$ cat config.mk
export PLATFORM = sky130hd
export DESIGN_NAME = ufc_out_stage
export DESIGN_NICKNAME = d
export VERILOG_FILES = /design/src/union_find_earliest_full_connect_core_macros.svh /design/src/ufc_pkg.sv /design/src/ufc_out_stage.sv
export SDC_FILE = /design/constraint.sdc
export NUM_CORES = 1
export LEC_CHECK = 0
export ABC_AREA = 0
export BUFFER_PORTS_ARGS = -buffer_cell sky130_fd_sc_hd__buf_2
export CAP_MARGIN = 20
export CORE_MARGIN = 2
export CORE_UTILIZATION = 35
export DETAILED_ROUTE_END_ITERATION = 10
export GPL_ROUTABILITY_DRIVEN = 0
export PLACE_DENSITY_LB_ADDON = 0.3
export SYNTH_ARGS = -nofsm -noshare
export SYNTH_HDL_FRONTEND = slang
export SYNTH_SLANG_ARGS = --single-unit
$ cat constraint.sdc
create_clock -name clk -period 0.9 [get_ports clk]
set_clock_uncertainty 0.2 [all_clocks]
set_input_delay 0.09 -clock clk [delete_from_list [all_inputs] [get_ports clk]]
set_output_delay 0.09 -clock clk [all_outputs]
set_load 0.005 [all_outputs]
$ cat src/union_find_earliest_full_connect_core_macros.svh
// Assertion macros for the connectivity core.
`ifndef UNION_FIND_EARLIEST_FULL_CONNECT_CORE_MACROS_SVH
`define UNION_FIND_EARLIEST_FULL_CONNECT_CORE_MACROS_SVH

// Same-cycle implication, disabled while in reset.
`define UFC_ASSERT_NOW(label, clk, rst, ante, cons, msg) \
  label: assert property (@(posedge clk) disable iff (rst) (ante) |-> (cons)) else $error(msg);

// Next-cycle implication, disabled while in reset.
`define UFC_ASSERT_NEXT(label, clk, rst, ante, cons, msg) \
  label: assert property (@(posedge clk) disable iff (rst) (ante) |=> (cons)) else $error(msg);

`endif

$ cat src/ufc_pkg.sv
`timescale 1ns / 1ps
package ufc_pkg;

  // Fixed field widths
  localparam int ID_W    = 10;
  localparam int COUNT_W = 11;
  localparam int TS_W    = 32;

  // Register reset value
  localparam int NODE_COUNT_RESET = 1024;

  // Operation codes carried in s_tuser
  localparam logic OP_CONNECT = 1'b0;
  localparam logic OP_CLEAR   = 1'b1;

  // Input tdata layout: timestamp, node_a, node_b, zero pad
  localparam int S_TS_LSB    = 0;
  localparam int S_A_LSB     = S_TS_LSB + TS_W;
  localparam int S_B_LSB     = S_A_LSB + ID_W;
  localparam int S_TDATA_W   = 56;

  // Output tdata layout: component_count, found, hit_now, earliest_time, zero pad
  localparam int M_COUNT_LSB = 0;
  localparam int M_FOUND_BIT = M_COUNT_LSB + COUNT_W;
  localparam int M_HIT_BIT   = M_FOUND_BIT + 1;
  localparam int M_TIME_LSB  = M_HIT_BIT + 1;
  localparam int M_USED_W    = M_TIME_LSB + TS_W;
  localparam int M_TDATA_W   = 48;

  typedef struct packed {
    logic               skipped;
    logic [COUNT_W-1:0] component_count;
    logic               found;
    logic               hit_now;
    logic [TS_W-1:0]    earliest_time;
  } result_t;

endpackage

$ cat src/ufc_out_stage.sv
`timescale 1ns / 1ps
module ufc_out_stage (
  input  logic                             clk,
  input  logic                             rst,
  input  logic                             load,
  input  ufc_pkg::result_t                 load_data,
  output logic                             free,
  output logic                             m_tvalid,
  input  logic                             m_tready,
  // component_count, found, hit_now, earliest_time, zero pad
  output logic [ufc_pkg::M_TDATA_W-1:0]    m_tdata,
  // skipped
  output logic [0:0]                       m_tuser
);
  import ufc_pkg::*;

  result_t held;

  // Slot can take a new item when empty or draining this cycle
  assign free = !m_tvalid || m_tready;

  // Hold valid until the item is taken
  always_ff @(posedge clk) begin
    if (rst) begin
      m_tvalid <= 1'b0;
    end else if (load) begin
      m_tvalid <= 1'b1;
    end else if (m_tready) begin
      m_tvalid <= 1'b0;
    end
  end

  // Capture the result payload
  always_ff @(posedge clk) begin
    if (load) begin
      held <= load_data;
    end
  end

  // Pack fields, lowest first
  assign m_tdata = {{(M_TDATA_W - M_USED_W){1'b0}}, held.earliest_time, held.hit_now,
                    held.found, held.component_count};
  assign m_tuser = held.skipped;

endmodule

Word level (Yosys, flattened, before mapping)
Cells that the tools add are included.
{"block": "op_classes", "shift": 0, "mul": 0, "addsub": 0, "n_bitwise": 0, "n_reduce_logical": 3, "eq_ne": 0, "muxes": 2, "div": 0, "order_cmp": 0}
{"cell": "1-bit 2-to-1 mux", "n": 2}
{"cell": "2-bit nonzero test", "n": 1}
{"cell": "1-bit logical NOT", "n": 1}
{"cell": "1-bit logical OR", "n": 1}
{"block": "totals", "latch_bits": 0, "elab_cells": 11, "regBits": 47, "input_bits": 50, "mem_count": 0, "ram_bits": 0, "rom_bits": 0}

Depth between registers and ports, before layout
Gate-level depths: netlist of run 1.
{"block": "depth", "word_depth": 2, "mapped_depth": 2}

Least setup slack after synthesis of run 1
No wires, ideal clock.
{"block": "synth_path", "kind": "register to register", "startpoint": "register m_tvalid (netlist name)", "endpoint": "register m_tvalid", "synth_period_minus_slack_ps": 807, "stages_incl_launch_ff": 3, "arrival_ps": 541, "t_required_ps": 634, "setup_ps": 66, "setup_slack_ps": 93, "path_cell_list": "dfxtp_1 nand2b_4 a21oi_2"}
{"element": "end signal: assignment", "line_no": "ufc_out_stage.sv:25", "source": "m_tvalid <= 1'b0;"}
{"element": "end signal: assignment", "line_no": "ufc_out_stage.sv:27", "source": "m_tvalid <= 1'b1;"}
{"element": "end signal: assignment", "line_no": "ufc_out_stage.sv:29", "source": "m_tvalid <= 1'b0;"}
{"element": "end: declaration", "line_no": "ufc_out_stage.sv:8", "source": "output logic m_tvalid,"}

Worst setup path after layout of run 1
{"block": "layout_path", "startpoint": "register held, in the netlist m_tdata[1]", "endpoint": "output port m_tdata[1] (netlist bit)"}
{"element": "start: declaration", "line_no": "ufc_out_stage.sv:17", "source": "result_t held;"}
{"element": "start signal: assignment", "line_no": "ufc_out_stage.sv:36", "source": "held <= load_data;"}
{"element": "end: declaration", "line_no": "ufc_out_stage.sv:11", "source": "output logic [ufc_pkg::M_TDATA_W-1:0] m_tdata,"}
No word-level cell between the ends.

==> impl_metrics.prom, run 1 <==
# TYPE chip_impl_metric gauge
chip_impl_info{name="status",value="finished, violations left"} 1
chip_impl_info{name="failed_checks",value="negative hold slack, negative setup slack"} 1
chip_impl_metric{name="numCtsBuffers",unit=""} 5
chip_impl_metric{name="std_cell_rows",unit=""} 23
chip_impl_metric{name="hold_viol_final",unit=""} 4
chip_impl_metric{name="fp.dieH",unit="um"} 68.45
chip_impl_metric{name="port_buffers",unit=""} 97
chip_impl_metric{name="htreeDepth",unit=""} 2
chip_impl_metric{name="place.detailed.instances",unit=""} 202
chip_impl_metric{name="stdcell_count",unit=""} 257
chip_impl_metric{name="cell_area_placed",unit="mm^2"} 0.002027
chip_impl_metric{name="ys_types",unit=""} 7
chip_impl_metric{name="irDropWorstVdd",unit="V"} 0.001212
chip_impl_metric{name="drt_first_pass_iters",unit=""} 4
chip_impl_metric{name="grt.overflow.total",unit=""} 0
chip_impl_metric{name="core_area",unit="mm^2"} 0.004000
chip_impl_metric{name="worstPathArrival",unit="ns"} 0.83
chip_impl_metric{name="grt_antenna_before_repair",unit=""} 0
chip_impl_metric{name="setup_viol",unit=""} 58
chip_impl_info{name="cts_tree",value="yes"} 1
chip_impl_metric{name="ctsLongestPathBuffers",unit=""} 2
chip_impl_metric{name="nNetsFinal",unit=""} 256
chip_impl_info{name="critical_path.cell_chain",value="buf_2"} 1
chip_impl_metric{name="power.static_leakage",unit="uW"} 0.001163
chip_impl_metric{name="combined_buffer_and_inverter_count_along_the_critical_path",unit=""} 1
chip_impl_metric{name="starting_density",unit=""} 0.3635
chip_impl_metric{name="synth_top_area_frac",unit=""} 0.9501
chip_impl_metric{name="clock_sinks",unit=""} 47
chip_impl_info{name="yosys-top-cells-count",value="sky130_fd_sc_hd__edfxtp_1 (46), sky130_fd_sc_hd__buf_4 (3)"} 1
chip_impl_metric{name="wire_length_of_the_first_global_routing_pass",unit="um"} 4926
chip_impl_metric{name="cts.clk_slew.worst_paths",unit="ns"} 0.08
chip_impl_metric{name="period_needed",unit="ns"} 1.122
chip_impl_metric{name="wl",unit="um"} 3431
chip_impl_metric{name="floorplan.io_pins",unit=""} 101
chip_impl_metric{name="vias_in_the_first_global_route",unit=""} 1076
chip_impl_metric{name="required",unit="ns"} 0.61
chip_impl_metric{name="multiInputGateArea",unit="um^2"} 33.78
chip_impl_metric{name="antenna-diode-count",unit=""} 0
chip_impl_info{name="grt_setup_unrepaired",value="yes"} 1
chip_impl_metric{name="final_core_utilization",unit=""} 0.6562
chip_impl_metric{name="synth_area_per_cell",unit="um^2"} 26.92
chip_impl_metric{name="dieArea",unit="mm^2"} 0.004685
chip_impl_metric{name="seq_area",unit="mm^2"} 0.001403
chip_impl_metric{name="route.vias.total",unit=""} 1038
chip_impl_metric{name="number_of_enable_flip_flop_cells_after_synthesis",unit=""} 46
chip_impl_metric{name="layout-area-overhead-vs-synth",unit="%"} 80.55
chip_impl_metric{name="fmax",unit="MHz"} 891.3
chip_impl_metric{name="critical_path_peak_fanout",unit=""} 1
chip_impl_info{name="worstHoldPathType",value="primary input to flop"} 1
chip_impl_metric{name="design_area",unit="mm^2"} 0.002625
chip_impl_info{name="yosys_most_used_dff",value="sky130_fd_sc_hd__edfxtp_1"} 1
chip_impl_metric{name="pin_count_of_the_biggest_net_entering_global_routing",unit=""} 29
chip_impl_info{name="timing.critical_path.max_delay_family",value="flip-flops"} 1
chip_impl_metric{name="drive_above_1_share",unit=""} 0.5217
chip_impl_info{name="ys_top_cells_by_area",value="sky130_fd_sc_hd__edfxtp_1 (95%), sky130_fd_sc_hd__buf_4 (1.5%), sky130_fd_sc_hd__dfxtp_1 (1.4%)"} 1
chip_impl_metric{name="clock_insertion_delay_at_the_later_pin_of_the_skew_report",unit="ns"} 0.28
chip_impl_metric{name="vias_per_cell",unit=""} 4.039
chip_impl_info{name="cts_root_buf",value="sky130_fd_sc_hd__clkbuf_8"} 1
chip_impl_metric{name="synthesis.area",unit="mm^2"} 0.001454
chip_impl_metric{name="setup-tns-final",unit="ns"} -8.405
chip_impl_metric{name="route.detailed.wl_per_inst",unit="um"} 13.35
chip_impl_metric{name="combined_global_route_utilization_of_all_metal_layers",unit=""} 0.1538
chip_impl_info{name="yosys.cell_count.top_type",value="sky130_fd_sc_hd__edfxtp_1"} 1
chip_impl_metric{name="ys_seq_area_frac",unit=""} 0.9639
chip_impl_metric{name="drcViolationCount",unit=""} 0
chip_impl_metric{name="post-route-period-util",unit=""} 1.247
chip_impl_metric{name="p_per_area",unit="mW/mm^2"} 1759
chip_impl_info{name="crit_path_top_delay_cell",value="sky130_fd_sc_hd__edfxtp_1"} 1
chip_impl_metric{name="worst_setup_slack_after_layout",unit="ns"} -0.2219
chip_impl_metric{name="ys_seq_elements",unit=""} 47
chip_impl_info{name="path_class",value="flop to output port"} 1
chip_impl_info{name="crit_path_end_kind",value="output port"} 1
chip_impl_metric{name="die_w",unit="um"} 68.45
chip_impl_metric{name="antenna_left",unit=""} 0
chip_impl_info{name="yosys.area.top_type",value="sky130_fd_sc_hd__edfxtp_1"} 1
chip_impl_metric{name="yosys_warnings",unit=""} 0
chip_impl_metric{name="slowest_delay",unit="ns"} 0.40
chip_impl_metric{name="num-fill-cells",unit=""} 297
chip_impl_metric{name="worst_slack_on_hold_paths",unit="ns"} -0.03604
chip_impl_info{name="crit_path_start_kind",value="flop"} 1
chip_impl_metric{name="synthArstFlopShare",unit=""} 0
chip_impl_metric{name="detailedRoute.firstIterationViolations",unit=""} 49
chip_impl_metric{name="ctsHoldBuffers",unit=""} 47
chip_impl_metric{name="synthCells",unit=""} 54
chip_impl_metric{name="drv_cap",unit=""} 0
chip_impl_metric{name="report.final.slew_viol_count",unit=""} 0
## placed cells by master (no fill, tap or decap)
| master | n |
|---|---|
| sky130_fd_sc_hd__buf_12 | 2 |
| sky130_fd_sc_hd__dfxtp_2 | 1 |
| sky130_fd_sc_hd__clkbuf_1 | 2 |
| sky130_fd_sc_hd__clkbuf_8 | 5 |
| sky130_fd_sc_hd__inv_1 | 1 |
| sky130_fd_sc_hd__dlygate4sd3_1 | 44 |
| sky130_fd_sc_hd__edfxtp_1 | 46 |
| sky130_fd_sc_hd__conb_1 | 3 |
| sky130_fd_sc_hd__dlymetal6s4s_1 | 3 |
| sky130_fd_sc_hd__nand2b_4 | 1 |
| sky130_fd_sc_hd__buf_6 | 2 |
| sky130_fd_sc_hd__buf_2 | 95 |
| sky130_fd_sc_hd__bufinv_16 | 1 |
| sky130_fd_sc_hd__a21oi_2 | 1 |
## logic make-up (layout without fill, tap and decap cells)
logic type / after synthesis / after routing / share of synthesized area
flip-flops: 47 / 47 / 0.9639
AO/OA/AOI/OAI: 1 / 1 / 0.006025
AND/OR/NAND/NOR: 1 / 1 / 0.009464
buffers and inverters: 4 / 155 / 0.01807
other: 1 / 3 / 0.002579
## final cells by class
cell class | instances | share of cell area
Inverter | 1 | 0.001430
Tap cell | 50 | 0.02383
Multi-Input combinational cell | 5 | 0.01287
Clock buffer | 7 | 0.02908
Clock inverter | 1 | 0.01144
Sequential cell | 47 | 0.5343
Timing Repair Buffer | 146 | 0.3870
## report_power, final
group          leakage [uW]  internal [uW]  switching (uW)
clock network     0.0000524            831             616
logic              0.000652            341             196
registers          0.000459           2590            44.1
total               0.00116           3760             855
## state kept, by name, summed over array words and instances, names as in the netlist
register and flops:
m_tuser 1, m_tdata 45, m_tvalid 1
## per-stage QoR
stage	total power (uW)	setup WS, ns
4_1_cts	4654	-0.2304
3_3_place_gp	3034	-0.03293
3_5_place_dp	3050	-0.03739
6_report	4618	-0.2219
5_1_grt	4819	-0.2690
2_1_floorplan	2732	0.09265
## timing repair
action / in CTS / in global routing
pin swaps: 0 / 1
setup buffers: 0 / 1
gates resized for setup: 2 / 4
setup endpoints to repair: 48 / 52
endpoints found under the hold margin: 47 / 4
## metal layers
layer / track usage / share of wire / up-vias
met1: 0.1685 / 0.36 / 469
met5: 0 / 0 / -
met3: 0.07566 / 0.10 / 4
li1: - / - / 505
met2: 0.2512 / 0.52 / 60
met4: 0.06750 / 0.012 / 0
## worst paths after layout
| path | from | to | slack, ns | depth (start not counted) |
|---|---|---|---|---|
| min | m_tready | m_tvalid | -0.04 | 4 |
| max | m_tdata[1] | m_tdata[1] | -0.22 | 1 |
| min reg2reg | m_tvalid | m_tvalid | 0.37 | 3 |
| max reg2reg | m_tvalid | m_tvalid | 0.01 | 3 |
(Power assumes the default switching activity.)
==> run 2: changes to the inputs <==
Settings changed: ABC_AREA 0 to 1.
==> run 2 against run 1 <==
Worst hold slack lost 0.013 ns. Global-route usage increased by 0.34 points. Via count shrank 1.8%. Non-clock buffer count did not move. Power rose by 2.2%. Sequential power about the same. The run still ends with negative hold slack, negative setup slack left. Final area up 0.19%. Maximum frequency up 0.75%. Highest routed layer unchanged. Critical endpoint is now m_tdata[19]. Combinational power hardly changed.
==> impl_metrics.prom, run 2 <==
# TYPE chip_impl_metric gauge
chip_impl_info{name="status",value="finished, violations left"} 1
chip_impl_info{name="failed_checks",value="negative hold slack, negative setup slack"} 1
chip_impl_metric{name="ys_seq_area_frac",unit=""} 0.9664
chip_impl_metric{name="slowest_delay",unit="ns"} 0.39
chip_impl_info{name="yosys-top-cells-count",value="sky130_fd_sc_hd__edfxtp_1 (46), sky130_fd_sc_hd__buf_4 (3), sky130_fd_sc_hd__inv_1 (2)"} 1
chip_impl_metric{name="layout-area-overhead-vs-synth",unit="%"} 81.36
chip_impl_info{name="most_common_cell_after_layout_fill_and_taps_aside",value="sky130_fd_sc_hd__buf_2"} 1
chip_impl_metric{name="drive_above_1_share",unit=""} 0.5288
chip_impl_info{name="yosys.area.top_type",value="sky130_fd_sc_hd__edfxtp_1"} 1
chip_impl_metric{name="wire_length_of_the_first_global_routing_pass",unit="um"} 5043
chip_impl_info{name="yosys_most_used_dff",value="sky130_fd_sc_hd__edfxtp_1"} 1
chip_impl_info{name="timing.critical_path.max_delay_family",value="flip-flops"} 1
chip_impl_metric{name="critical_path_peak_fanout",unit=""} 1
chip_impl_metric{name="setup-tns-final",unit="ns"} -8.575
chip_impl_metric{name="synthesis.area",unit="mm^2"} 0.001450
chip_impl_metric{name="p_per_area",unit="mW/mm^2"} 1795
chip_impl_metric{name="drcViolationCount",unit=""} 0
chip_impl_metric{name="die_w",unit="um"} 68.37
chip_impl_metric{name="irDropWorstVdd",unit="V"} 0.001275
chip_impl_metric{name="grt_antenna_before_repair",unit=""} 0
chip_impl_metric{name="std_cell_rows",unit=""} 23
chip_impl_metric{name="antenna_left",unit=""} 0
chip_impl_metric{name="combined_buffer_and_inverter_count_along_the_critical_path",unit=""} 1
chip_impl_info{name="grt_setup_unrepaired",value="yes"} 1
chip_impl_metric{name="num-fill-cells",unit=""} 287
chip_impl_metric{name="wl",unit="um"} 3498
chip_impl_metric{name="nNetsFinal",unit=""} 257
chip_impl_metric{name="report.final.slew_viol_count",unit=""} 0
chip_impl_metric{name="clock_insertion_delay_at_the_later_pin_of_the_skew_report",unit="ns"} 0.29
chip_impl_metric{name="drt_first_pass_iters",unit=""} 4
chip_impl_metric{name="combined_global_route_utilization_of_all_metal_layers",unit=""} 0.1572
chip_impl_metric{name="dieArea",unit="mm^2"} 0.004674
chip_impl_metric{name="synthArstFlopShare",unit=""} 0
chip_impl_metric{name="route.detailed.wl_per_inst",unit="um"} 13.56
chip_impl_metric{name="total_power",unit="uW"} 4720
chip_impl_metric{name="pin_count_of_the_biggest_net_entering_global_routing",unit=""} 30
chip_impl_info{name="path_class",value="flop to output port"} 1
chip_impl_metric{name="fp.dieH",unit="um"} 68.37
chip_impl_info{name="crit_path_top_delay_cell",value="sky130_fd_sc_hd__edfxtp_1"} 1
chip_impl_metric{name="numCtsBuffers",unit=""} 5
chip_impl_info{name="worstHoldPathType",value="primary input to flop"} 1
chip_impl_metric{name="vias_in_the_first_global_route",unit=""} 1107
chip_impl_metric{name="hold_viol_final",unit=""} 3
chip_impl_metric{name="synth_top_area_frac",unit=""} 0.9525
chip_impl_metric{name="power.static_leakage",unit="uW"} 0.001163
chip_impl_metric{name="required",unit="ns"} 0.61
chip_impl_info{name="cts_tree",value="yes"} 1
chip_impl_metric{name="period_needed",unit="ns"} 1.114
chip_impl_metric{name="number_of_enable_flip_flop_cells_after_synthesis",unit=""} 46
chip_impl_metric{name="drv_cap",unit=""} 0
chip_impl_metric{name="ys_types",unit=""} 7
chip_impl_metric{name="fmax",unit="MHz"} 898.0
chip_impl_info{name="ys_top_cells_by_area",value="sky130_fd_sc_hd__edfxtp_1 (95%), sky130_fd_sc_hd__buf_4 (1.6%), sky130_fd_sc_hd__dfxtp_1 (1.4%)"} 1
chip_impl_metric{name="antenna-diode-count",unit=""} 0
chip_impl_metric{name="largest_register_ff_count",unit=""} 45
chip_impl_metric{name="vias_per_cell",unit=""} 3.950
chip_impl_metric{name="cts.clk_slew.worst_paths",unit="ns"} 0.08
chip_impl_metric{name="synthCells",unit=""} 55
chip_impl_info{name="critical_path.cell_chain",value="buf_2"} 1
chip_impl_metric{name="htreeDepth",unit=""} 2
chip_impl_metric{name="floorplan.io_pins",unit=""} 101
chip_impl_metric{name="worst_slack_on_hold_paths",unit="ns"} -0.04858
chip_impl_metric{name="grt.overflow.total",unit=""} 0
chip_impl_metric{name="ctsHoldBuffers",unit=""} 47
chip_impl_metric{name="clock_sinks",unit=""} 47
chip_impl_info{name="cts_root_buf",value="sky130_fd_sc_hd__clkbuf_8"} 1
chip_impl_metric{name="detailedRoute.firstIterationViolations",unit=""} 28
chip_impl_metric{name="route.vias.total",unit=""} 1019
chip_impl_info{name="most_frequent_cells_in_the_layout",value="sky130_fd_sc_hd__buf_2 (95), sky130_fd_sc_hd__edfxtp_1 (46), sky130_fd_sc_hd__dlygate4sd3_1 (45)"} 1
chip_impl_info{name="crit_path_start_kind",value="flop"} 1
chip_impl_metric{name="core_area",unit="mm^2"} 0.004000
chip_impl_metric{name="ctsLongestPathBuffers",unit=""} 2
chip_impl_metric{name="starting_density",unit=""} 0.3625
chip_impl_metric{name="worst_setup_slack_after_layout",unit="ns"} -0.2135
chip_impl_metric{name="worstPathArrival",unit="ns"} 0.82
chip_impl_metric{name="yosys_warnings",unit=""} 0
chip_impl_metric{name="synth_area_per_cell",unit="um^2"} 26.37
chip_impl_metric{name="dp_hpwl",unit="um"} 2144
chip_impl_info{name="yosys.cell_count.top_type",value="sky130_fd_sc_hd__edfxtp_1"} 1
chip_impl_metric{name="port_buffers",unit=""} 97
chip_impl_metric{name="post-route-period-util",unit=""} 1.237
chip_impl_metric{name="ys_seq_elements",unit=""} 47
chip_impl_info{name="crit_path_end_kind",value="output port"} 1
chip_impl_metric{name="setup_viol",unit=""} 53
-- run 2: changes by cell type after synthesis --
cell / change
sky130_fd_sc_hd__inv_1: +1
sky130_fd_sc_hd__nand2b_4: -1
sky130_fd_sc_hd__nand2_2: +1
-- run 2: logic make-up after synthesis --
group,Yosys count,share of synthesized area
simple gates,1,0.004317
buf+inv,5,0.02071
flops,47,0.9663
other cells,1,0.002586
compound gates,1,0.006041
-- run 2: stage by stage --
stage          cells    util  worst slack, ns  area, um^2
6_report         258  0.6575          -0.2135        2630
5_1_grt          258  0.6575          -0.2456        2630
4_1_cts          259  0.6550          -0.2361        2620
3_5_place_dp     203  0.5058         -0.04523        2023
3_3_place_gp     203  0.5058         -0.03766        2023
2_1_floorplan     57       -           0.1313        1458
-- run 2: metal layers --
metal / vias up / share of wire / GRT usage / wire length, um
met5: - / 0 / 0 / 0
met2: 57 / 0.52 / 0.2682 / 1827
met3: 4 / 0.098 / 0.05921 / 343
met4: 0 / 0.0094 / 0.06750 / 33
met1: 451 / 0.37 / 0.1754 / 1293
li1: 507 / - / - / -
-- run 2: final cells by class --
type | count | area [um^2] | share of cell area
clock inverter | 2 | 35.03 | 0.01332
clock buffer | 6 | 82.58 | 0.03140
inverter | 2 | 7.507 | 0.002854
tap | 50 | 62.56 | 0.02379
timing repair buffer | 146 | 1013 | 0.3853
multi-input combinational | 5 | 26.28 | 0.009990
sequential | 47 | 1403 | 0.5333
-- run 2: timing repair --
item,4_1_cts,5_1_grt
setup endpoints to repair,48,52
pin swaps,1,1
buffers inserted,1,0
gates resized for setup,1,4
endpoints found under the hold margin,47,3
-- run 2: power by group --
| part | internal [uW] | switching (uW) |
|---|---|---|
| sequential | 2590 | 42.2 |
| combinational | 338 | 196 |
| clock | 898 | 656 |
| total | 3830 | 895 |
-- run 2: path summary, 6_finish.rpt --
path	cells past startpoint	end	from	slack, ns
setup / recovery	1	m_tdata[19]	m_tdata[19]	-0.21
hold / removal	2	m_tuser	load_data[45]	-0.05
setup reg to reg	3	m_tvalid	m_tvalid	0
hold reg to reg	3	m_tvalid	m_tvalid	0.37
